## config.mk

```make
export PLATFORM = sky130hd
export DESIGN_NAME = dns_message_parser_core
export DESIGN_NICKNAME = d
export VERILOG_FILES = /design/src/dmp_pkg.sv /design/src/dns_message_parser_core.sv
export VERILOG_INCLUDE_DIRS = /design/src /design/src/src
export SDC_FILE = /design/constraint.sdc
export NUM_CORES = 1
export LEC_CHECK = 0
export ABC_AREA = 1
export BUFFER_PORTS_ARGS = -buffer_cell sky130_fd_sc_hd__buf_4
export CORE_MARGIN = 3
export CORE_UTILIZATION = 50
export DETAILED_ROUTE_END_ITERATION = 16
export GPL_ROUTABILITY_DRIVEN = 0
export GPL_TIMING_DRIVEN = 0
export PLACE_DENSITY_LB_ADDON = 0.15
export SYNTH_ARGS = -nofsm -noshare
export SYNTH_HDL_FRONTEND = slang
export SYNTH_SLANG_ARGS = --single-unit
```

## constraint.sdc

```tcl
create_clock -name clk -period 17 [get_ports clk]
set_clock_uncertainty 0.2 [all_clocks]
set_input_delay 3.4 -clock clk [delete_from_list [all_inputs] [get_ports clk]]
set_output_delay 3.4 -clock clk [all_outputs]
set_load 0.01 [all_outputs]
```

## src/dns_message_parser_core_macros.svh

```systemverilog
// Assertion helpers for the DNS parser core.
// Both expect clk and arst_n in scope.
`ifndef DNS_MESSAGE_PARSER_CORE_MACROS_SVH
`define DNS_MESSAGE_PARSER_CORE_MACROS_SVH

`ifndef ASSERT_OFF

// same-cycle implication
`define DMP_ASSERT_IMPLIES(label, ante, cons) \
	label: assert property (@(posedge clk) disable iff (!arst_n) (ante) |-> (cons)) \
		else $error("dmp: implication check failed");

// next-cycle implication
`define DMP_ASSERT_NEXT(label, ante, cons) \
	label: assert property (@(posedge clk) disable iff (!arst_n) (ante) |=> (cons)) \
		else $error("dmp: next-cycle check failed");

`else

`define DMP_ASSERT_IMPLIES(label, ante, cons)
`define DMP_ASSERT_NEXT(label, ante, cons)

`endif

`endif

```

## src/dmp_pkg.sv

```systemverilog
package dmp_pkg;

	// result kinds
	localparam logic [1:0] KIND_HEADER = 2'd0;
	localparam logic [1:0] KIND_RECORD = 2'd1;
	localparam logic [1:0] KIND_NAME   = 2'd2;
	localparam logic [1:0] KIND_DATA   = 2'd3;

	// sections
	localparam logic [1:0] SEC_QUESTION   = 2'd0;
	localparam logic [1:0] SEC_ANSWER     = 2'd1;
	localparam logic [1:0] SEC_AUTHORITY  = 2'd2;
	localparam logic [1:0] SEC_ADDITIONAL = 2'd3;

	// byte positions within fixed fields
	localparam logic [3:0] HDR_ID_BYTES    = 4'd2;   // id occupies bytes 0..1
	localparam logic [3:0] HDR_COUNT_FIRST = 4'd4;   // counts start after the flags word
	localparam logic [3:0] HDR_LAST        = 4'd11;  // 12-byte header
	localparam logic [3:0] QFIX_LAST       = 4'd3;   // type + class
	localparam logic [3:0] RR_NAME_BYTES   = 4'd2;   // fixed 2-byte name
	localparam logic [3:0] RR_LEN_FIRST    = 4'd10;  // data length bytes 10..11
	localparam logic [3:0] RR_LAST         = 4'd11;

	typedef struct packed {
		logic [7:0] in_byte;
		logic       msg_start;
	} byte_word_t;

	typedef struct packed {
		logic [1:0]  kind;
		logic [1:0]  section;
		logic [15:0] msg_id;
		logic [15:0] question_count;
		logic [15:0] answer_count;
		logic [15:0] authority_count;
		logic [15:0] additional_count;
		logic [15:0] record_type;
		logic [15:0] record_class;
		logic [31:0] time_to_live;
		logic [15:0] field_length;
		logic [7:0]  out_byte;
	} result_t;

endpackage

```

## src/dns_message_parser_core.sv

```systemverilog
// DNS message parser: one message byte per word, at most one result per byte.
// Latency: a result is valid in the cycle after its byte is accepted.
// Throughput: one byte per cycle; the byte side stalls only while a result is held
// by a stalled result side.
// Reset (arst_n low, asynchronous): parser idle awaiting a message start,
// result register empty.
`include "dns_message_parser_core_macros.svh"

module dns_message_parser_core (
	input  logic                clk,
	input  logic                arst_n,
	input  logic                byte_valid,
	output logic                byte_stall,
	input  dmp_pkg::byte_word_t byte_word,
	output logic                result_valid,
	input  logic                result_stall,
	output dmp_pkg::result_t    result_word
);

	typedef enum logic [2:0] {
		PH_IDLE,
		PH_HEADER,
		PH_QNAME,
		PH_QFIXED,
		PH_RFIXED,
		PH_RDATA,
		PH_DONE
	} phase_t;

	typedef struct packed {
		logic        found;
		logic [1:0]  sec;
		logic [15:0] cnt;
	} pick_t;

	// first non-empty section at or after 'from'
	function automatic pick_t pick_section(logic [2:0] from, logic [15:0] qd,
			logic [47:0] cnts);
		pick_t       r;
		logic [15:0] c;
		logic [63:0] all_cnts;
		r        = '0;
		all_cnts = {qd, cnts};
		for (int s = 3; s >= 0; s--) begin
			c = all_cnts[16*(3-s) +: 16];
			if (s >= int'(from) && c != 16'd0) begin
				r.found = 1'b1;
				r.sec   = 2'(s);
				r.cnt   = c;
			end
		end
		return r;
	endfunction

	phase_t      phase_q, phase_n, ph;
	logic [3:0]  idx_q, idx_n, ix;
	logic [15:0] hid_q, hid_n;
	logic [63:0] hsh_q, hsh_n;
	logic [15:0] recs_q, recs_n;
	logic [1:0]  sect_q, sect_n;
	logic [47:0] saved_q, saved_n;
	logic [63:0] rsh_q, rsh_n;
	logic [15:0] nlen_q, nlen_n;
	logic [15:0] dleft_q, dleft_n;

	logic             fire;
	logic [7:0]       b;
	logic             res_v;
	dmp_pkg::result_t res;
	logic             do_finish, do_enter, do_start;
	logic [2:0]       en_from;
	logic [15:0]      en_qd;
	logic [47:0]      en_cnts;
	logic [1:0]       start_sec;
	pick_t            sel;

	assign byte_stall = result_valid & result_stall;
	assign fire       = byte_valid & ~byte_stall;
	assign b          = byte_word.in_byte;

	always_comb begin
		ph        = byte_word.msg_start ? PH_HEADER : phase_q;
		ix        = byte_word.msg_start ? 4'd0 : idx_q;
		phase_n   = ph;
		idx_n     = ix;
		hid_n     = hid_q;
		hsh_n     = hsh_q;
		recs_n    = recs_q;
		sect_n    = sect_q;
		saved_n   = saved_q;
		rsh_n     = rsh_q;
		nlen_n    = nlen_q;
		dleft_n   = dleft_q;
		res_v     = 1'b0;
		res       = '0;
		do_finish = 1'b0;
		do_enter  = 1'b0;
		do_start  = 1'b0;
		en_from   = 3'd0;
		en_qd     = 16'd0;
		en_cnts   = saved_q;
		start_sec = sect_q;
		sel       = '0;

		case (ph)
			PH_HEADER: begin
				if (ix < dmp_pkg::HDR_ID_BYTES) begin
					hid_n = {hid_q[7:0], b};
				end else if (ix >= dmp_pkg::HDR_COUNT_FIRST) begin
					hsh_n = {hsh_q[55:0], b};
				end
				idx_n = ix + 4'd1;
				if (ix >= dmp_pkg::HDR_LAST) begin
					res_v                = 1'b1;
					res.kind             = dmp_pkg::KIND_HEADER;
					res.msg_id           = hid_n;
					res.question_count   = hsh_n[63:48];
					res.answer_count     = hsh_n[47:32];
					res.authority_count  = hsh_n[31:16];
					res.additional_count = hsh_n[15:0];
					saved_n              = hsh_n[47:0];
					do_enter             = 1'b1;
					en_from              = 3'd0;
					en_qd                = hsh_n[63:48];
					en_cnts              = hsh_n[47:0];
				end
			end
			PH_QNAME: begin
				if (nlen_q != 16'hFFFF) begin
					nlen_n = nlen_q + 16'd1;
				end
				res_v        = 1'b1;
				res.kind     = dmp_pkg::KIND_NAME;
				res.section  = sect_q;
				res.out_byte = b;
				if (b == 8'd0) begin
					phase_n = PH_QFIXED;
					idx_n   = 4'd0;
					rsh_n   = '0;
				end
			end
			PH_QFIXED: begin
				rsh_n = {32'd0, rsh_q[23:0], b};
				idx_n = ix + 4'd1;
				if (ix >= dmp_pkg::QFIX_LAST) begin
					res_v            = 1'b1;
					res.kind         = dmp_pkg::KIND_RECORD;
					res.section      = sect_q;
					res.record_type  = rsh_n[31:16];
					res.record_class = rsh_n[15:0];
					res.field_length = nlen_q;
					do_finish        = 1'b1;
				end
			end
			PH_RFIXED: begin
				idx_n = ix + 4'd1;
				if (ix < dmp_pkg::RR_NAME_BYTES) begin
					res_v        = 1'b1;
					res.kind     = dmp_pkg::KIND_NAME;
					res.section  = sect_q;
					res.out_byte = b;
				end else if (ix < dmp_pkg::RR_LEN_FIRST) begin
					rsh_n = {rsh_q[55:0], b};
				end else begin
					dleft_n = {dleft_q[7:0], b};
					if (ix >= dmp_pkg::RR_LAST) begin
						res_v            = 1'b1;
						res.kind         = dmp_pkg::KIND_RECORD;
						res.section      = sect_q;
						res.record_type  = rsh_q[63:48];
						res.record_class = rsh_q[47:32];
						res.time_to_live = rsh_q[31:0];
						res.field_length = dleft_n;
						if (dleft_n == 16'd0) begin
							do_finish = 1'b1;
						end else begin
							phase_n = PH_RDATA;
							idx_n   = 4'd0;
						end
					end
				end
			end
			PH_RDATA: begin
				res_v        = 1'b1;
				res.kind     = dmp_pkg::KIND_DATA;
				res.section  = sect_q;
				res.out_byte = b;
				if (dleft_q != 16'd0) begin
					dleft_n = dleft_q - 16'd1;
				end
				if (dleft_n == 16'd0) begin
					do_finish = 1'b1;
				end
			end
			default: begin
				// idle or done: byte is dropped
			end
		endcase

		if (do_finish) begin
			recs_n = recs_q - 16'd1;
			if (recs_n != 16'd0) begin
				do_start = 1'b1;
			end else begin
				do_enter = 1'b1;
				en_from  = {1'b0, sect_q} + 3'd1;
				en_qd    = 16'd0;
				en_cnts  = saved_q;
			end
		end

		if (do_enter) begin
			sel = pick_section(en_from, en_qd, en_cnts);
			if (sel.found) begin
				sect_n    = sel.sec;
				recs_n    = sel.cnt;
				start_sec = sel.sec;
				do_start  = 1'b1;
			end else begin
				phase_n = PH_DONE;
				idx_n   = 4'd0;
			end
		end

		if (do_start) begin
			phase_n = (start_sec == dmp_pkg::SEC_QUESTION) ? PH_QNAME : PH_RFIXED;
			idx_n   = 4'd0;
			rsh_n   = '0;
			nlen_n  = 16'd0;
			dleft_n = 16'd0;
		end
	end

	always_ff @(posedge clk or negedge arst_n) begin
		if (!arst_n) begin
			phase_q      <= PH_IDLE;
			idx_q        <= 4'd0;
			hid_q        <= 16'd0;
			hsh_q        <= '0;
			recs_q       <= 16'd0;
			sect_q       <= dmp_pkg::SEC_QUESTION;
			saved_q      <= '0;
			rsh_q        <= '0;
			nlen_q       <= 16'd0;
			dleft_q      <= 16'd0;
			result_valid <= 1'b0;
		end else begin
			if (fire) begin
				phase_q      <= phase_n;
				idx_q        <= idx_n;
				hid_q        <= hid_n;
				hsh_q        <= hsh_n;
				recs_q       <= recs_n;
				sect_q       <= sect_n;
				saved_q      <= saved_n;
				rsh_q        <= rsh_n;
				nlen_q       <= nlen_n;
				dleft_q      <= dleft_n;
				result_valid <= res_v;
			end else if (!result_stall) begin
				result_valid <= 1'b0;
			end
		end
	end

	// result payload, loaded only with the byte that produces it
	always_ff @(posedge clk) begin
		if (fire && res_v) begin
			result_word <= res;
		end
	end

	`DMP_ASSERT_NEXT(a_start_enters_header, fire && byte_word.msg_start, phase_q == PH_HEADER)
	`DMP_ASSERT_IMPLIES(a_header_no_section,
		result_valid && result_word.kind == dmp_pkg::KIND_HEADER,
		result_word.section == dmp_pkg::SEC_QUESTION && result_word.record_type == 16'd0)
	`DMP_ASSERT_IMPLIES(a_record_pending,
		phase_q == PH_QNAME || phase_q == PH_QFIXED || phase_q == PH_RFIXED
		|| phase_q == PH_RDATA, recs_q != 16'd0)
	`DMP_ASSERT_IMPLIES(a_data_left, phase_q == PH_RDATA, dleft_q != 16'd0)

endmodule
```

# After elaboration in Yosys (flattened, before gate mapping)
# Index checks and enable logic that the tools add are counted.
totals:
  regBits: 422
  input_bits: 13
  out_inout_bits: 174
  elab_cells: 173
op_classes:
  n_addsub: 5
  n_lt_le_gt_ge: 9
  eq_ne: 11
  n_mux: 93
  bitwise_logic: 5
  n_reduce_logical: 27
op_table:
  columns: ["operator", "n"]
  rows:
  - ["$mux W64", 6]
  - ["$mux W16", 17]
  - ["$mux W80", 3]
  - ["$mux W48", 4]
  - ["$pmux W64 S3", 1]
  - ["$reduce_bool A16 Y1", 6]
  - ["$mux W19", 5]
  - ["$pmux W16 S2", 2]
  - ["$pmux W32 S2", 1]
  - ["$mux W3", 15]
  - ["$mux W4", 10]
  - ["$logic_not A16 Y1", 2]
  - ["$mux W32", 1]
  - ["$sub A16 B1 Y16 const B", 2]
  - ["$mux W1", 18]
  - ["$add A16 B1 Y16 const B", 1]
  - ["$ne A16 B16 Y1 const B", 1]
  - ["$pmux W8 S2", 1]
  - ["$ne A3 B3 Y1 const B", 4]
  - ["$pmux W4 S3", 1]
  - ["$logic_not A8 Y1", 1]
  - ["$mux W8", 1]
  - ["$pmux W2 S4", 1]
  - ["$eq A3 B2 Y1 const B", 2]
  - ["30 further kinds", 44]

# Depth between registers and ports, before layout
logic_depth:
  ltp_word: 20
  ltp_mapped: 25

# Least setup slack after synthesis
# Ideal clock, no wire load.
synth_timing:
  path_kind: "input to register"
  startpoint: "input port byte_word[0] (netlist bit)"
  endpoint: "register result_word[0] (netlist bit) (enable)"
  setup_ns: 0.707
  arrival_ns: 11.886
  required_ns: 16.093
  setup_slack_ns: 4.207
  path_stages: 12
  path_buffers: 2
  path_cell_list: "inv_2 -> nand2_1 -> nand2_2 -> buf_4 -> buf_2 -> nor2_1 -> inv_1 -> nor2_1 -> inv_1 -> nand2_1 -> nor4_1 -> nor2_1"
synth_between:
  elab_chain_cells: 7
  word_cells_on_any_way: 18
synth_lines:
  columns: ["item", "line", "text"]
  rows:
  - ["start: declaration", "dns_message_parser_core.sv:14", "input dmp_pkg::byte_word_t byte_word,"]
  - ["$mux W4", "dns_message_parser_core.sv:83", "ix = byte_word.msg_start ? 4'd0 : idx_q;"]
  - ["$ge A4 B4 Y1", "dns_message_parser_core.sv:113, dns_message_parser_core.sv:166", null]
  - ["$mux W1", "dns_message_parser_core.sv:113, dns_message_parser_core.sv:166", null]
  - ["$mux W1", "dns_message_parser_core.sv:162", "end else if (ix < dmp_pkg::RR_LEN_FIRST) begin"]
  - ["$mux W1", "dns_message_parser_core.sv:157", "if (ix < dmp_pkg::RR_NAME_BYTES) begin"]
  - ["$pmux W1 S4 (*)", "dns_message_parser_core.sv:105", "case (ph)"]
  - ["$logic_and A1 B1 Y1 (*)", "dns_message_parser_core.sv:268", "if (fire && res_v) begin"]
  - ["end signal: assignment", "dns_message_parser_core.sv:269", "result_word <= res;"]
  - ["end: declaration", "dns_message_parser_core.sv:17", "output dmp_pkg::result_t result_word"]
# Mark *: on every way between the ends. The rest lies on a longest branch, timed or not.
# A chain may end at the register's enable or synchronous reset.

# Worst setup path in the final report
layout_timing:
  startpoint: "input port byte_word[0] (netlist bit)"
  endpoint: "register recs_q[4]"
layout_between:
  elab_chain_cells: 17
  word_cells_on_any_way: 51
layout_lines:
  columns: ["item", "line", "text"]
  rows:
  - ["branches (longest 16 deep; another with $ge A4 B4 Y1)", null, null]
  - ["$mux W16 (*)", "dns_message_parser_core.sv:212", "if (do_enter) begin"]
  - ["end signal: assignment", "dns_message_parser_core.sv:253", "recs_q <= recs_n;"]
  - ["end: declaration", "dns_message_parser_core.sv:59", "logic [15:0] recs_q, recs_n;"]
# Every way passes the cells marked *. The select of a mux whose other input is x is not followed.

==> summary.md <==
| Metric | Value |
|---|---|
| Status | `complete, no violations` |
| Finished Layout Cells | `3221` |
| Share of cells above drive strength 1 | `0.134` |
| First-pass GRT wire length | `95400 um` |
| Critical Path RT | `17.27 ns` |
| Dpl ws | `9.25 ns` |
| Filler cells | `3460` |
| CTS root buffer | `clkbuf_16` |
| Final nets | `2677` |
| Top-area cell type share of the netlist area | `0.305` |
| PD cells | `138 nW/um2` |
| Synth area leader | `dfrtp_1` |
| Max Freq | `0.135 GHz` |
| Number of buffers inserted by post-CTS setup repair | `0` |
| Final Util | `0.604` |
| Min Tclk post-route | `7.39 ns` |
| Drt pass-1 iters | `7` |
| Main flop type after synthesis | `dfrtp_1` |
| Worst-path fanout max | `10` |
| Final antenna-violating net count | `0` |
| Final setup viols | `0` |
| EDFF count, synth | `172` |
| GRT overflow | `0` |
| CTS H-Tree Depth | `2` |
| Slew Limit Fails | `0` |
| Hold Buf Count CTS | `0` |
| Die width | `208 um` |
| Vias | `18054` |
| Post-detail-place hpwl | `45000 um` |
| Port bufs | `186` |
| Clock transition at path regs | `0.07 ns` |
| Netlist Area Pre-Place | `20500 um2` |
| Leakage | `11.0 nW` |
| Avg Cell Area, Syn | `8.47 um2` |
| Top Ports | `187` |
| Setup crit start kind | `input port` |
| Count of cell types in the netlist | `46` |
| Fin Setup TNS | `0 ns` |
| RSZ-0062 raised after global routing | `no` |
| Critical setup path kind | `in -> reg` |
| Synth async-reset ratio | `0.592` |
| Die Footprint | `43400 um2` |
| Placement Rows | `73` |
| Clk Latency, worst-skew pair | `0.59 ns` |
| Ys Warns | `0` |
| Count leader, synth | `nand2_1` |
| Post_cts resized | `0` |
| Via-per-instance ratio | `5.61` |
| Rel. slew slack | `0.360` |
| CORE AREA | `40100 um2` |
| Starting Density | `0.511` |
| Drt drc | `0` |
| Largest net degree at the start of global routing | `95` |
| DRT iter0 DRCs | `1916` |
| Drt wl/cell | `19.0 um` |
| Final hold violations | `0` |
| Max cap viols | `0` |
| Part of the Yosys area used for sequential elements | `0.558` |
| Drt total wl | `61400 um` |
| Die Ht | `208 um` |
| # clock sinks | `422` |
| FF+latch count, synth | `422` |
| All-layer global routing usage | `0.278` |
| CTS tree | `built` |
| Ranking of synthesized cells by area | `dfrtp_1 31%, edfxtp_1 25%, nand2_1 13%` |
| Initial antenna violation count | `1` |
| Final worst slack | `9.61 ns` |
| Placed cells | `3136` |
| Crit. End Element | `flop` |
| Layout area overhead | `18.3%` |
| Final worst path period share | `0.435` |
| Crit path DAT | `7.66 ns` |
| Clock tree buffer depth | `3` |
| Worst IR Drop VDD | `91.0 uV` |
| Synth top cells by count | `702 x nand2_1, 319 x inv_1, 261 x o21ai_0` |
| Synthesized net count | `2437` |
| Cells after Synth | `2418` |
| CTS Buf Count | `45` |
| Worst-margin pin slew | `0.951 ns` |
| Number of global-route vias before repair | `17279` |
| Min-delay worst type | `reg -> reg` |
[cell usage in the layout (no fill, tap or decap), drive strengths merged, types with 18 or more instances in the layout]
master    n
nor2    205
nand2   708
edfxtp  172
nor3     23
nand3   100
a21oi    33
o211ai   18
dfrtp   250
inv     326
buf     245
clkbuf  120
clkinv   20
o22ai    68
o21ai   303
[worst max-delay path: stages]
cell and delay (ns):
buf_4 0.14, nor2_1 0.21, ha_1 0.23, inv_1 0.06, nand2_1 0.08, nand2_1 0.11
nor2_4 0.25, clkbuf_1 0.70, o21ai_0 0.30, nor2_1 0.15, nand2_1 0.07, nor2_1 0.13
nand2_1 0.19, nand2_1 0.16, clkbuf_1 0.40, clkbuf_1 0.42, nand3_1 0.26, nand3_1 0.16
nand2_1 0.09, nand3_1 0.08, nand2_1 0.06
[final timing paths]
| kind | slack (ns) | end | cells after the start | start |
|---|---|---|---|---|
| worst max-delay path | 9.61 | recs_q[4]$_DFFE_PN0P_ | 21 | byte_word[0] |
| worst min-delay path | 0.28 | hsh_q[58]$_DFFE_PN0P_ | 2 | hsh_q[58]$_DFFE_PN0P_ |
| worst max register to register | 12.17 | recs_q[4]$_DFFE_PN0P_ | 21 | idx_q[1]$_DFFE_PN0P_ |
| worst min register to register | 0.28 | hsh_q[58]$_DFFE_PN0P_ | 2 | hsh_q[58]$_DFFE_PN0P_ |
| max in group asynchronous | 12.75 | hsh_q[20]$_DFFE_PN0P_ | 3 | arst_n |
| min in group asynchronous | 2.61 | dleft_q[15]$_DFFE_PN0P_ | 1 | arst_n |
[where the power goes]
group          switching [W]  internal [W]  leakage (nW)
clock network       0.000418      0.000597         0.734
registers           0.000125       0.00125          4.94
logic               0.000639      0.000311          5.29
[metal layers]
layer | global-route usage | vias to the layer above | share of wire
met5 | 0 | - | 0
met4 | 0.0888 | 0 | 0.031
met3 | 0.0677 | 134 | 0.095
met2 | 0.434 | 920 | 0.45
met1 | 0.385 | 8642 | 0.42
li1 | - | 8358 | -
[final cells by class]
type                       count  area [um2]  share of cell area
sequential                   422       11400               0.471
timing repair buffer         193        1560              0.0643
inverter                     327        1230              0.0507
clock inverter                28         269              0.0111
clock buffer                  56        1250              0.0516
multi-input combinational   1553        7300               0.301
buffer                       116         542              0.0224
tap                          525         657              0.0271
antenna                        1        2.50            0.000103
[cell families after synthesis]
group | after synthesis | share of synthesized area
buf+inv | 443 | 0.0864
mux | 8 | 0.00391
fa+ha+maj | 6 | 0.00366
xor+xnor | 17 | 0.00727
compound gates | 436 | 0.125
simple gates | 1086 | 0.217
flops | 422 | 0.558
[flip-flops by register name, indices dropped and copies added, names as in the netlist]
signal        cells
dleft_q          16
hid_q            16
hsh_q            64
idx_q             4
nlen_q           16
phase_q           3
recs_q           16
result_valid      1
result_word     172
rsh_q            64
saved_q          48
sect_q            2
[through the flow]
step           hold slack (ns)  area [um2]  total power (W)
2_1_floorplan            0.242       20500          0.00203
3_3_place_gp             0.257       22500          0.00229
3_5_place_dp             0.262       22700          0.00231
4_1_cts                  0.279       24200          0.00333
5_1_grt                  0.298       24200          0.00353
6_report                 0.278       24200          0.00334
Note: power is estimated with default switching activity, not from simulation.
